===== config.mk =====
export PLATFORM = sky130hd
export DESIGN_NAME = heatsink_fan_hysteresis_controller
export DESIGN_NICKNAME = d
export VERILOG_FILES = /design/src/rtl/hfhc_pkg.sv /design/src/rtl/heatsink_fan_hysteresis_controller.sv
export SDC_FILE = /design/constraint.sdc
export NUM_CORES = 1
export LEC_CHECK = 0
export ABC_AREA = 0
export BUFFER_PORTS_ARGS = -buffer_cell sky130_fd_sc_hd__buf_4
export CAP_MARGIN = 20
export CORE_MARGIN = 1
export CORE_UTILIZATION = 35
export DETAILED_ROUTE_END_ITERATION = 6
export PLACE_DENSITY = 0.51
export SYNTH_ARGS = -nofsm -noshare
export SYNTH_HDL_FRONTEND = slang
export SYNTH_SLANG_ARGS = --single-unit

===== constraint.sdc =====
create_clock -name clk -period 7.6 [get_ports clk]
set_input_delay 0.76 -clock clk [delete_from_list [all_inputs] [get_ports clk]]
set_output_delay 0.76 -clock clk [all_outputs]
set_load 0.02 [all_outputs]

===== src/rtl/hfhc_pkg.sv =====
// Shared constants for the heatsink fan hysteresis controller.
package hfhc_pkg;

    // Widths
    localparam int TEMP_WIDTH_DEFAULT = 13;
    localparam int HYS_WIDTH          = 8;
    localparam int LEVEL_WIDTH        = 3;
    localparam int DRIVE_WIDTH        = 2;
    localparam int CFG_INDEX_WIDTH    = 3;

    // Fan levels
    localparam logic [LEVEL_WIDTH-1:0] LVL_OVER   = 3'd0;
    localparam logic [LEVEL_WIDTH-1:0] LVL_FORCED = 3'd1;
    localparam logic [LEVEL_WIDTH-1:0] LVL_FULL   = 3'd2;
    localparam logic [LEVEL_WIDTH-1:0] LVL_MEDIUM = 3'd3;
    localparam logic [LEVEL_WIDTH-1:0] LVL_LOW    = 3'd4;
    localparam logic [LEVEL_WIDTH-1:0] LVL_OFF    = 3'd5;
    localparam logic [LEVEL_WIDTH-1:0] LVL_NONE   = 3'd7;

    // Drive codes: 2.5 V, 2.1 V, 1.8 V
    localparam logic [DRIVE_WIDTH-1:0] DRIVE_HIGH   = 2'd0;
    localparam logic [DRIVE_WIDTH-1:0] DRIVE_MEDIUM = 2'd1;
    localparam logic [DRIVE_WIDTH-1:0] DRIVE_LOW    = 2'd2;

    // Register indexes
    localparam logic [CFG_INDEX_WIDTH-1:0] REG_OVERTEMP = 3'd0;
    localparam logic [CFG_INDEX_WIDTH-1:0] REG_FULL     = 3'd1;
    localparam logic [CFG_INDEX_WIDTH-1:0] REG_MEDIUM   = 3'd2;
    localparam logic [CFG_INDEX_WIDTH-1:0] REG_LOW      = 3'd3;
    localparam logic [CFG_INDEX_WIDTH-1:0] REG_HYST     = 3'd4;

    // Reset values
    localparam int OVERTEMP_RESET = 1280;
    localparam int FULL_RESET     = 800;
    localparam int MEDIUM_RESET   = 640;
    localparam int LOW_RESET      = 480;
    localparam logic [HYS_WIDTH-1:0] HYST_RESET = 8'd32;

endpackage


===== src/rtl/heatsink_fan_hysteresis_controller.sv =====
// Heatsink fan controller: temperature bands with hysteresis to fan level and drive.
//
// Input channel (in_valid/in_ready) carries one temperature sample in 1/16 degree C
// and the high-voltage-active flag. Output channel (out_valid/out_ready) returns
// one result per sample: fan enable, drive code, command strobe, fan level and
// overtemperature fault.
// From input transfer to result valid the sample sits in the
// input register while the band compare chain and level update feed the result register.
// Throughput is one sample per cycle unless the receiver stalls; the only loop is the
// last-level register, which is updated in the same cycle the result register loads.
// When the receiver stalls, the result register holds and the input register keeps
// taking one more sample; in_ready drops only when both stages are full.
// Thresholds and hysteresis are written via cfg_write_en/cfg_index/cfg_data, by the user
// only while the block is idle (not enforced here); writes to unknown indexes are dropped.
// Reset restores the default thresholds, empties both stages and clears the last
// level to "none", so the first result always issues a command.
module heatsink_fan_hysteresis_controller #(
    parameter int TEMP_WIDTH = hfhc_pkg::TEMP_WIDTH_DEFAULT
) (
    input  logic                                 clk,
    input  logic                                 rst_n,
    // configuration write port
    input  logic                                 cfg_write_en,
    input  logic [hfhc_pkg::CFG_INDEX_WIDTH-1:0] cfg_index,
    input  logic [TEMP_WIDTH-1:0]                cfg_data,
    // input channel
    input  logic                                 in_valid,
    output logic                                 in_ready,
    input  logic signed [TEMP_WIDTH-1:0]         temperature,
    input  logic                                 high_voltage_active,
    // output channel
    output logic                                 out_valid,
    input  logic                                 out_ready,
    output logic                                 fan_enable,
    output logic [hfhc_pkg::DRIVE_WIDTH-1:0]     drive_code,
    output logic                                 command_issued,
    output logic [hfhc_pkg::LEVEL_WIDTH-1:0]     fan_level,
    output logic                                 overtemp_fault
);
    import hfhc_pkg::*;

    localparam int EXT_WIDTH = TEMP_WIDTH + 2;

    // Configuration registers
    logic signed [TEMP_WIDTH-1:0] over_thr_reg;
    logic signed [TEMP_WIDTH-1:0] full_thr_reg;
    logic signed [TEMP_WIDTH-1:0] med_thr_reg;
    logic signed [TEMP_WIDTH-1:0] low_thr_reg;
    logic [HYS_WIDTH-1:0]         hyst_reg;

    // Input stage
    logic                         s1_valid_reg;
    logic signed [TEMP_WIDTH-1:0] s1_temp_reg;
    logic                         s1_hv_reg;

    // Result stage and level state
    logic                   out_valid_reg;
    logic                   out_enable_reg;
    logic [DRIVE_WIDTH-1:0] out_drive_reg;
    logic                   out_cmd_reg;
    logic [LEVEL_WIDTH-1:0] out_level_reg;
    logic                   out_fault_reg;
    logic [LEVEL_WIDTH-1:0] last_level_reg;

    logic                   out_load;
    logic                   s1_load;
    logic [LEVEL_WIDTH-1:0] level_next;
    logic                   cmd_next;
    logic                   fault_next;
    logic                   enable_next;
    logic [DRIVE_WIDTH-1:0] drive_next;

    logic signed [EXT_WIDTH-1:0] t_ext;
    logic signed [EXT_WIDTH-1:0] hys_ext;
    logic signed [EXT_WIDTH-1:0] full_ext;
    logic signed [EXT_WIDTH-1:0] med_ext;
    logic signed [EXT_WIDTH-1:0] low_ext;
    logic signed [EXT_WIDTH-1:0] over_ext;
    logic ge_over;
    logic ge_full_h;
    logic ge_full;
    logic ge_med_h;
    logic ge_med;
    logic ge_low_h;
    logic ge_low;

    // Write configuration registers
    always_ff @(posedge clk or negedge rst_n)
    begin
        if (!rst_n)
        begin
            over_thr_reg <= TEMP_WIDTH'(OVERTEMP_RESET);
            full_thr_reg <= TEMP_WIDTH'(FULL_RESET);
            med_thr_reg  <= TEMP_WIDTH'(MEDIUM_RESET);
            low_thr_reg  <= TEMP_WIDTH'(LOW_RESET);
            hyst_reg     <= HYST_RESET;
        end
        else if (cfg_write_en)
        begin
            unique case (cfg_index)
                REG_OVERTEMP: over_thr_reg <= cfg_data;
                REG_FULL:     full_thr_reg <= cfg_data;
                REG_MEDIUM:   med_thr_reg  <= cfg_data;
                REG_LOW:      low_thr_reg  <= cfg_data;
                REG_HYST:     hyst_reg     <= cfg_data[HYS_WIDTH-1:0];
                default:      ;
            endcase
        end
    end

    // Pipeline handshake: result stage loads when empty or drained
    assign out_load = s1_valid_reg && (!out_valid_reg || out_ready);
    assign s1_load  = in_valid && in_ready;
    assign in_ready = !s1_valid_reg || out_load;

    // Hold the input sample
    always_ff @(posedge clk or negedge rst_n)
    begin
        if (!rst_n)
        begin
            s1_valid_reg <= 1'b0;
        end
        else if (s1_load)
        begin
            s1_valid_reg <= 1'b1;
        end
        else if (out_load)
        begin
            s1_valid_reg <= 1'b0;
        end
    end

    always_ff @(posedge clk)
    begin
        if (s1_load)
        begin
            s1_temp_reg <= temperature;
            s1_hv_reg   <= high_voltage_active;
        end
    end

    // Extend to full precision so threshold plus hysteresis never wraps
    assign t_ext    = EXT_WIDTH'(s1_temp_reg);
    assign hys_ext  = $signed({{(EXT_WIDTH-HYS_WIDTH){1'b0}}, hyst_reg});
    assign over_ext = EXT_WIDTH'(over_thr_reg);
    assign full_ext = EXT_WIDTH'(full_thr_reg);
    assign med_ext  = EXT_WIDTH'(med_thr_reg);
    assign low_ext  = EXT_WIDTH'(low_thr_reg);

    assign ge_over   = t_ext >= over_ext;
    assign ge_full_h = t_ext >= (full_ext + hys_ext);
    assign ge_full   = t_ext >= full_ext;
    assign ge_med_h  = t_ext >= (med_ext + hys_ext);
    assign ge_med    = t_ext >= med_ext;
    assign ge_low_h  = t_ext >= (low_ext + hys_ext);
    assign ge_low    = t_ext >= low_ext;

    // Pick the level by priority; in a hysteresis zone hold the band's own level or the one below
    always_comb
    begin
        level_next = last_level_reg;
        cmd_next   = 1'b0;
        fault_next = 1'b0;
        if (ge_over)
        begin
            fault_next = 1'b1;
            level_next = LVL_OVER;
            cmd_next   = last_level_reg != LVL_OVER;
        end
        else if (s1_hv_reg)
        begin
            level_next = LVL_FORCED;
            cmd_next   = last_level_reg != LVL_FORCED;
        end
        else if (ge_full_h)
        begin
            level_next = LVL_FULL;
            cmd_next   = last_level_reg != LVL_FULL;
        end
        else if (ge_full)
        begin
            if (last_level_reg != LVL_MEDIUM && last_level_reg != LVL_FULL)
            begin
                level_next = LVL_FULL;
                cmd_next   = 1'b1;
            end
        end
        else if (ge_med_h)
        begin
            level_next = LVL_MEDIUM;
            cmd_next   = last_level_reg != LVL_MEDIUM;
        end
        else if (ge_med)
        begin
            if (last_level_reg != LVL_LOW && last_level_reg != LVL_MEDIUM)
            begin
                level_next = LVL_MEDIUM;
                cmd_next   = 1'b1;
            end
        end
        else if (ge_low_h)
        begin
            level_next = LVL_LOW;
            cmd_next   = last_level_reg != LVL_LOW;
        end
        else if (ge_low)
        begin
            if (last_level_reg != LVL_OFF && last_level_reg != LVL_LOW)
            begin
                level_next = LVL_LOW;
                cmd_next   = 1'b1;
            end
        end
        else
        begin
            level_next = LVL_OFF;
            cmd_next   = last_level_reg != LVL_OFF;
        end
    end

    // Map level to enable and drive; drive is zero while off
    always_comb
    begin
        enable_next = 1'b1;
        drive_next  = DRIVE_HIGH;
        if (level_next == LVL_MEDIUM)
        begin
            drive_next = DRIVE_MEDIUM;
        end
        else if (level_next == LVL_LOW)
        begin
            drive_next = DRIVE_LOW;
        end
        else if (level_next >= LVL_OFF)
        begin
            enable_next = 1'b0;
        end
    end

    // Advance the level state and result valid
    always_ff @(posedge clk or negedge rst_n)
    begin
        if (!rst_n)
        begin
            last_level_reg <= LVL_NONE;
            out_valid_reg  <= 1'b0;
        end
        else
        begin
            if (out_load)
            begin
                last_level_reg <= level_next;
                out_valid_reg  <= 1'b1;
            end
            else if (out_ready)
            begin
                out_valid_reg <= 1'b0;
            end
        end
    end

    always_ff @(posedge clk)
    begin
        if (out_load)
        begin
            out_enable_reg <= enable_next;
            out_drive_reg  <= drive_next;
            out_cmd_reg    <= cmd_next;
            out_level_reg  <= level_next;
            out_fault_reg  <= fault_next;
        end
    end

    assign out_valid      = out_valid_reg;
    assign fan_enable     = out_enable_reg;
    assign drive_code     = out_drive_reg;
    assign command_issued = out_cmd_reg;
    assign fan_level      = out_level_reg;
    assign overtemp_fault = out_fault_reg;

endmodule


==> run_results.csv, run 1 <==
group,metric,value,unit
min_path,min_path_type,"reg2reg",
logic_synthesis,synth-xor-area-share,4.32,%
logic_synthesis,synth-simple-area-share,13.1,%
pwr,peakVddDrop,0.0925,mV
pwr,p_leak,3.47,nW
sta,setup_tns,0,ns
setup_path,arrival,5.23,ns
detailed_routing,wl_per_cell,17.8,µm
sta,fin_skew,0.00641,ns
logic_synthesis,synthesis.nets,851,
detailed_routing,antenna_left,0,
layout,drive_above_1_share,15.5,%
logic_synthesis,synthAdderAreaFrac,22.9,%
logic_synthesis,synth.top_cell.area_share,22.0,%
sta,min_period_over_period,66.0,%
sta,finalMaxSlewViolations,0,
setup_path,max_stage_delay,0.55,ns
clock_tree,clockBufferDepth,2,
die,num_rows,50,
detailed_routing,route.detailed.drc,0,
die,fp.dieW,140,µm
logic_synthesis,synthTopCellsByArea,"ha_1 (22%), dfrtp_1 (19%), edfxtp_1 (9.9%)",
logic_synthesis,yosys_register_bits,87,
logic_synthesis,syn-cell-area,6700,µm²
clock_tree,ctsHoldBuffers,0,
global_route,grt_pass1_vias,5311,
pwr,p_int,1.30,mW
flow_run,cap_violations,0,
pwr,clock_power_share,22.8,%
logic_synthesis,synth_area_leader_cell,"ha_1",
clock_tree,htree_levels,3,
global_route,overflow,0,
logic_synthesis,synth_common_cells,"ha_1 (118), inv_1 (76), nand2_1 (73)",
die,dieArea,19700,µm²
min_path,min_path_cells,1,
setup_path,cp.required,7.82,ns
logic_synthesis,async_flop_share,74.7,%
global_route,grt_start_max_net_pins,66,
setup_path,critical_path.most_common_cell,"o21ai_0",
die,ios,45,
global_route,track_usage,18.7,%
setup_path,worstReg2RegEnd,"command_issued$_DFFE_PP_",
setup_path,path_max_fanout,3,
detailed_routing,vias_per_cell,5.36,
setup_path,end_kind,"register",
detailed_routing,drt_iter0_markers,238,
logic_synthesis,synth.avg_cell_area,9.64,µm²
die,start_util,35.8,%
logic_synthesis,synth_top_family_by_area,"adder cells",
place,place_worst_setup_slack,2.64,ns
clock_tree,clk_pin_slew,0.06,ns
clock_tree,post_cts_resized,0,
sta,max_slew_margin,40.1,%
clock_tree,cts_tree,"done",
setup_path,r2r_setup_slack,2.58,ns
detailed_routing,drtPass1Iterations,4,
pwr,switching_share,38.4,%
setup_path,slowest_stage,"a221oi_1",
setup_path,reg2reg_depth,20,
clock_tree,clk_latency,0.35,ns
layout,antenna_cells,0,
logic_synthesis,synth_edf_count,22,
min_path,holdPathEnd,"out_valid$_DFFE_PN0P_",
logic_synthesis,ys.warnings.count,0,
sta,whs,0.508,ns
place,gp_congestion,0.926,
status,status,"finished clean",
layout,areaGrowthSynthToFinish,13.9,%
layout,finalNonFillerCells,983,
logic_synthesis,synth_ff_type,"dfrtp_1",
global_route,grt_pass1_wl,28000,µm
logic_synthesis,yosysMostFrequentCell,"ha_1",
logic_synthesis,synth_compound_area_share,16.0,%
place,place_hpwl,13900,µm
layout,num-fill-cells,1815,
sta,final-hold-violation-count,0,
global_route,antenna_found_initial,0,
sta,fmax,199,MHz
setup_path,path_cells,"ha_1 > inv_1 > fa_1 > nor2b_1 > o21ai_0 > a21boi_0 > o21ai_0 > a21boi_0 > o21a_1 > o211ai_1 > xnor2_1 > ha_1 > nand4_1 > nor3_1 > o31a_1 > o21ai_0 > a221oi_1 > nand2b_1 > nor4b_1 > o32a_1",
logic_synthesis,yosys.cell_types.count,65,
pwr,seq_power_share,31.2,%
clock_tree,cts_made_buffers,9,
setup_path,cp_num_buf_inv,1,
setup_path,path_delay_family,"compound AO/OA/AOI/OAI gates",
logic_synthesis,synthMuxAreaShare,4.41,%
logic_synthesis,synth_cells,695,
clock_tree,cts_sinks,87,
min_path,hold_path_startpoint,"s1_valid_reg$_DFFE_PN0P_",
logic_synthesis,yosysSeqAreaShare,34.4,%
pwr,p_sw,810,µW
sta,tightest_slew,0.899,ns
pwr,combPwrFrac,46.0,%
setup_path,timing.rr.start,"low_thr_reg[0]$_DFFE_PN0P_",
clock_tree,cts_root_buf,"clkbuf_16",
die,die_h,140,µm
layout,final_nets,900,
clock_tree,post_cts_buffers,0,
detailed_routing,vias,5267,
place,dp.cells,967,
place,io_buffers,44,
setup_path,worstSetupStartpointType,"register",
sta,rsz0062_at_grt,"false",
die,core_area,18700,µm²
sta,min_period,5.02,ns
setup_path,crit_type,"reg2reg",
pwr,p_per_area,277,nW/µm²
detailed_routing,totalWireLength,17500,µm
sta,setup_ws,2.58,ns
sta,finalSetupViolCount,0,
## how the worst max path moves through the flow
| stage | to | startpoint | slack [ns] | cells after the start |
|---|---|---|---|---|
| 6_report | command_issued$_DFFE_PP_ | low_thr_reg[0]$_DFFE_PN0P_ | 2.58 | 20 |
| 5_1_grt | command_issued$_DFFE_PP_ | low_thr_reg[0]$_DFFE_PN0P_ | 2.28 | 20 |
| 3_5_place_dp | command_issued$_DFFE_PP_ | low_thr_reg[0]$_DFFE_PN0P_ | 2.64 | 20 |
| 4_1_cts | command_issued$_DFFE_PP_ | low_thr_reg[0]$_DFFE_PN0P_ | 2.60 | 20 |
| 2_1_floorplan | command_issued$_DFFE_PP_ | hyst_reg[0]$_DFFE_PN0P_ | 3.53 | 17 |
| 3_3_place_gp | command_issued$_DFFE_PP_ | low_thr_reg[0]$_DFFE_PN0P_ | 2.62 | 20 |
## cell families after synthesis
| group | after synthesis |
|---|---|
| compound gates | 167 |
| xor+xnor | 33 |
| fa+ha+maj | 121 |
| buf+inv | 85 |
| flops | 87 |
| mux | 26 |
| simple gates | 176 |
## through the flow
step / power, mW / instance area [µm²] / util (%)
6_report: 2.11 / 7630 / 40.8
5_1_grt: 2.29 / 7630 / 40.8
4_1_cts: 2.13 / 7630 / 40.8
3_5_place_dp: 1.64 / 7310 / 39.1
3_3_place_gp: 1.61 / 7310 / 39.1
2_1_floorplan: 1.37 / 6700 / -
## final cells by class
cell class,count,area (µm²),share of cell area [%]
clock buffers,9,225,2.95
clock inverters,7,87.6,1.15
inverters,76,285,3.74
multi-input cells,523,4080,53.5
flip-flops and latches,87,2310,30.2
well taps,234,293,3.84
repair buffers,47,353,4.63
## routing by layer
layer,part of all wire [%],global-route usage (%)
met3,1.8,1.40
met4,2.5,7.69
met1,48,24.7
met2,48,31.7
met5,0,0
## cell usage in the layout, fill, tap and decap left out, drive strengths merged, types with 3 or more instances in the layout
cell and count:
ha 118, inv 76, nand2 73, o21ai 59, dfrtp 50, buf 47, a21oi 37, xnor2 32
mux2 25, nor2 23, edfxtp 22, a21o 16, nand4 15, dfstp 15, nor3 13, nand2b 11
o21bai 10, nand3 10, clkbuf 9, a211oi 9, nor2b 8, o21a 7, clkinv 5, and2 4
nor4 4, a41oi 3, fa 3
## power by group through the flow
| stage | Clock, mW | Sequential, mW | Combinational (mW) |
|---|---|---|---|
| 6_report | 0.480 | 0.659 | 0.970 |
| 5_1_grt | 0.510 | 0.671 | 1.11 |
| 4_1_cts | 0.493 | 0.659 | 0.979 |
| 3_5_place_dp | 0 | 0.668 | 0.969 |
| 3_3_place_gp | 0 | 0.667 | 0.944 |
| 2_1_floorplan | 0 | 0.643 | 0.726 |
Note: power is estimated with default switching activity, not from simulation.
==> run 2: changes to the inputs <==
- clock period: 7.6 -> 5.1 ns (I/O delays scaled with it)
==> run_results.csv, run 2 (synthesis results as in run 1) <==
group,metric,value,unit
status,status,"finished clean",
clock_tree,post_cts_buffers,0,
global_route,antenna_found_initial,0,
setup_path,path_cells,"ha_1 > inv_1 > fa_1 > nor2b_1 > o21ai_0 > a21boi_0 > o21ai_0 > a21boi_0 > o21a_1 > o211ai_1 > xnor2_1 > ha_1 > nand4_1 > nor3_2 > o31a_1 > o21ai_0 > a221oi_2 > nand2b_1 > nor4b_1 > o32a_1",
place,io_buffers,44,
global_route,grt_pass1_wl,28100,µm
pwr,switching_share,39.0,%
place,gp_congestion,0.926,
pwr,seq_power_share,31.7,%
sta,setup_tns,0,ns
die,start_util,35.8,%
pwr,clock_power_share,21.4,%
layout,final_nets,900,
setup_path,crit_type,"reg2reg",
die,num_rows,50,
pwr,p_leak,3.45,nW
place,dpl-instance-area,7310,µm²
clock_tree,cts_made_buffers,9,
setup_path,max_stage_delay,0.43,ns
clock_tree,clockBufferDepth,2,
detailed_routing,drt_iter0_markers,262,
sta,fmax,212,MHz
clock_tree,ctsHoldBuffers,0,
clock_tree,clk_latency,0.35,ns
sta,fin_skew,0.00669,ns
layout,areaGrowthSynthToFinish,13.7,%
sta,finalMaxSlewViolations,0,
sta,final-hold-violation-count,0,
pwr,p_int,1.89,mW
pwr,peakVddDrop,0.171,mV
detailed_routing,vias,5183,
die,ios,45,
layout,layout_common_cells,"ha_1 (118), inv_1 (76), nand2_1 (73), o21ai_0 (59), dfrtp_1 (50)",
place,place_hpwl,13900,µm
detailed_routing,route.detailed.drc,0,
pwr,p_per_area,407,nW/µm²
global_route,track_usage,18.8,%
sta,rsz0062_at_grt,"false",
global_route,grt_start_max_net_pins,66,
sta,tightest_slew,0.896,ns
die,dieArea,19700,µm²
setup_path,critical_path.most_common_cell,"o21ai_0",
clock_tree,cts_root_buf,"clkbuf_16",
pwr,p_sw,1.21,mW
setup_path,end_kind,"register",
clock_tree,cts_sinks,87,
setup_path,slowest_stage,"dfrtp_1",
sta,min_period_over_period,92.6,%
layout,final_common_cell,"ha_1",
pwr,combPwrFrac,46.8,%
die,fp.dieW,140,µm
detailed_routing,totalWireLength,17500,µm
setup_path,worstSetupStartpointType,"register",
clock_tree,clk_pin_slew,0.07,ns
layout,drive_above_1_share,15.6,%
sta,max_slew_margin,40.2,%
layout,utilization,40.7,%
clock_tree,htree_levels,3,
clock_tree,cts_tree,"done",
setup_path,arrival,4.94,ns
detailed_routing,vias_per_cell,5.27,
global_route,grt_pass1_vias,5298,
clock_tree,post_cts_resized,0,
detailed_routing,antenna_left,0,
detailed_routing,drtPass1Iterations,4,
flow_run,cap_violations,0,
die,core_area,18700,µm²
sta,finalSetupViolCount,0,
die,die_h,140,µm
setup_path,cp.required,5.31,ns
layout,antenna_cells,0,
layout,fin_area,7610,µm²
min_path,min_path_type,"in2async",
setup_path,path_max_fanout,3,
detailed_routing,wl_per_cell,17.8,µm
sta,min_period,4.73,ns
global_route,overflow,0,
[run 2: changes by cell type in the layout (fill, tap and decap cells not counted)]
cell / before / now
bufinv_16: 2 / 1
clkinv_1: 1 / 2
clkinv_2: 3 / 2
a221oi_1: 1 / 0
nor3_2: 0 / 1
clkinvlp_4: 0 / 1
nor3_1: 13 / 12
a221oi_2: 0 / 1
[run 2: layer usage]
layer	track usage [%]	up-vias	part of all wire, %
li1	-	2596	-
met3	2.39	23	2.3
met4	6.48	0	2.5
met5	0	-	0
met2	31.8	72	47
met1	24.6	2492	48
[run 2: final timing paths]
path,from,end,slack (ns),depth (start not counted)
max,low_thr_reg[0]$_DFFE_PN0P_,command_issued$_DFFE_PP_,0.37,20
min,rst_n,med_thr_reg[2]$_DFFE_PN0P_,0.29,1
max reg2reg,low_thr_reg[0]$_DFFE_PN0P_,command_issued$_DFFE_PP_,0.37,20
min reg2reg,s1_valid_reg$_DFFE_PN0P_,out_valid$_DFFE_PN0P_,0.50,1
max in group asynchronous,rst_n,low_thr_reg[11]$_DFFE_PN0P_,4.23,1
min in group clk,temperature[7],s1_temp_reg[7]$_DFFE_PP_,0.34,1
[run 2: metrics by stage]
stage	hold slack (ns)	setup slack [ns]	total power, mW	instances
3_3_place_gp	0.476	0.117	2.40	967
5_1_grt	0.322	0.0182	3.38	983
4_1_cts	0.321	0.111	3.13	983
2_1_floorplan	0.214	1.03	2.04	695
6_report	0.293	0.375	3.10	983
3_5_place_dp	0.490	0.172	2.44	967
[run 2: power by group through the flow]
stage               Combinational, mW  Sequential (mW)  Clock (mW)
floorplan                        1.08            0.958           0
global placement                 1.41            0.993           0
detailed placement               1.44            0.996           0
CTS                              1.46            0.983       0.685
global route                     1.67            0.999       0.711
finish                           1.45            0.982       0.664
[run 2: final cells by class]
type                            count  area [µm²]
Sequential cell                    87        2310
Timing Repair Buffer               47         353
Clock inverter                      7        63.8
Inverter                           76         285
Clock buffer                        9         225
Multi-Input combinational cell    523        4090
Tap cell                          234         293
Fill cell                        1823       11100
[run 2: worst max-delay path, delay by kind of cell, from the launching register on]
| family | cells | cell delay, ns |
|---|---|---|
| AO/OA/AOI/OAI | 10 | 2.31 |
| XOR/XNOR | 1 | 0.10 |
| adder cells (fa/ha/maj) | 3 | 0.73 |
| buffers and inverters | 1 | 0.08 |
| flip-flops | 1 | 0.43 |
| AND/OR/NAND/NOR | 5 | 0.95 |
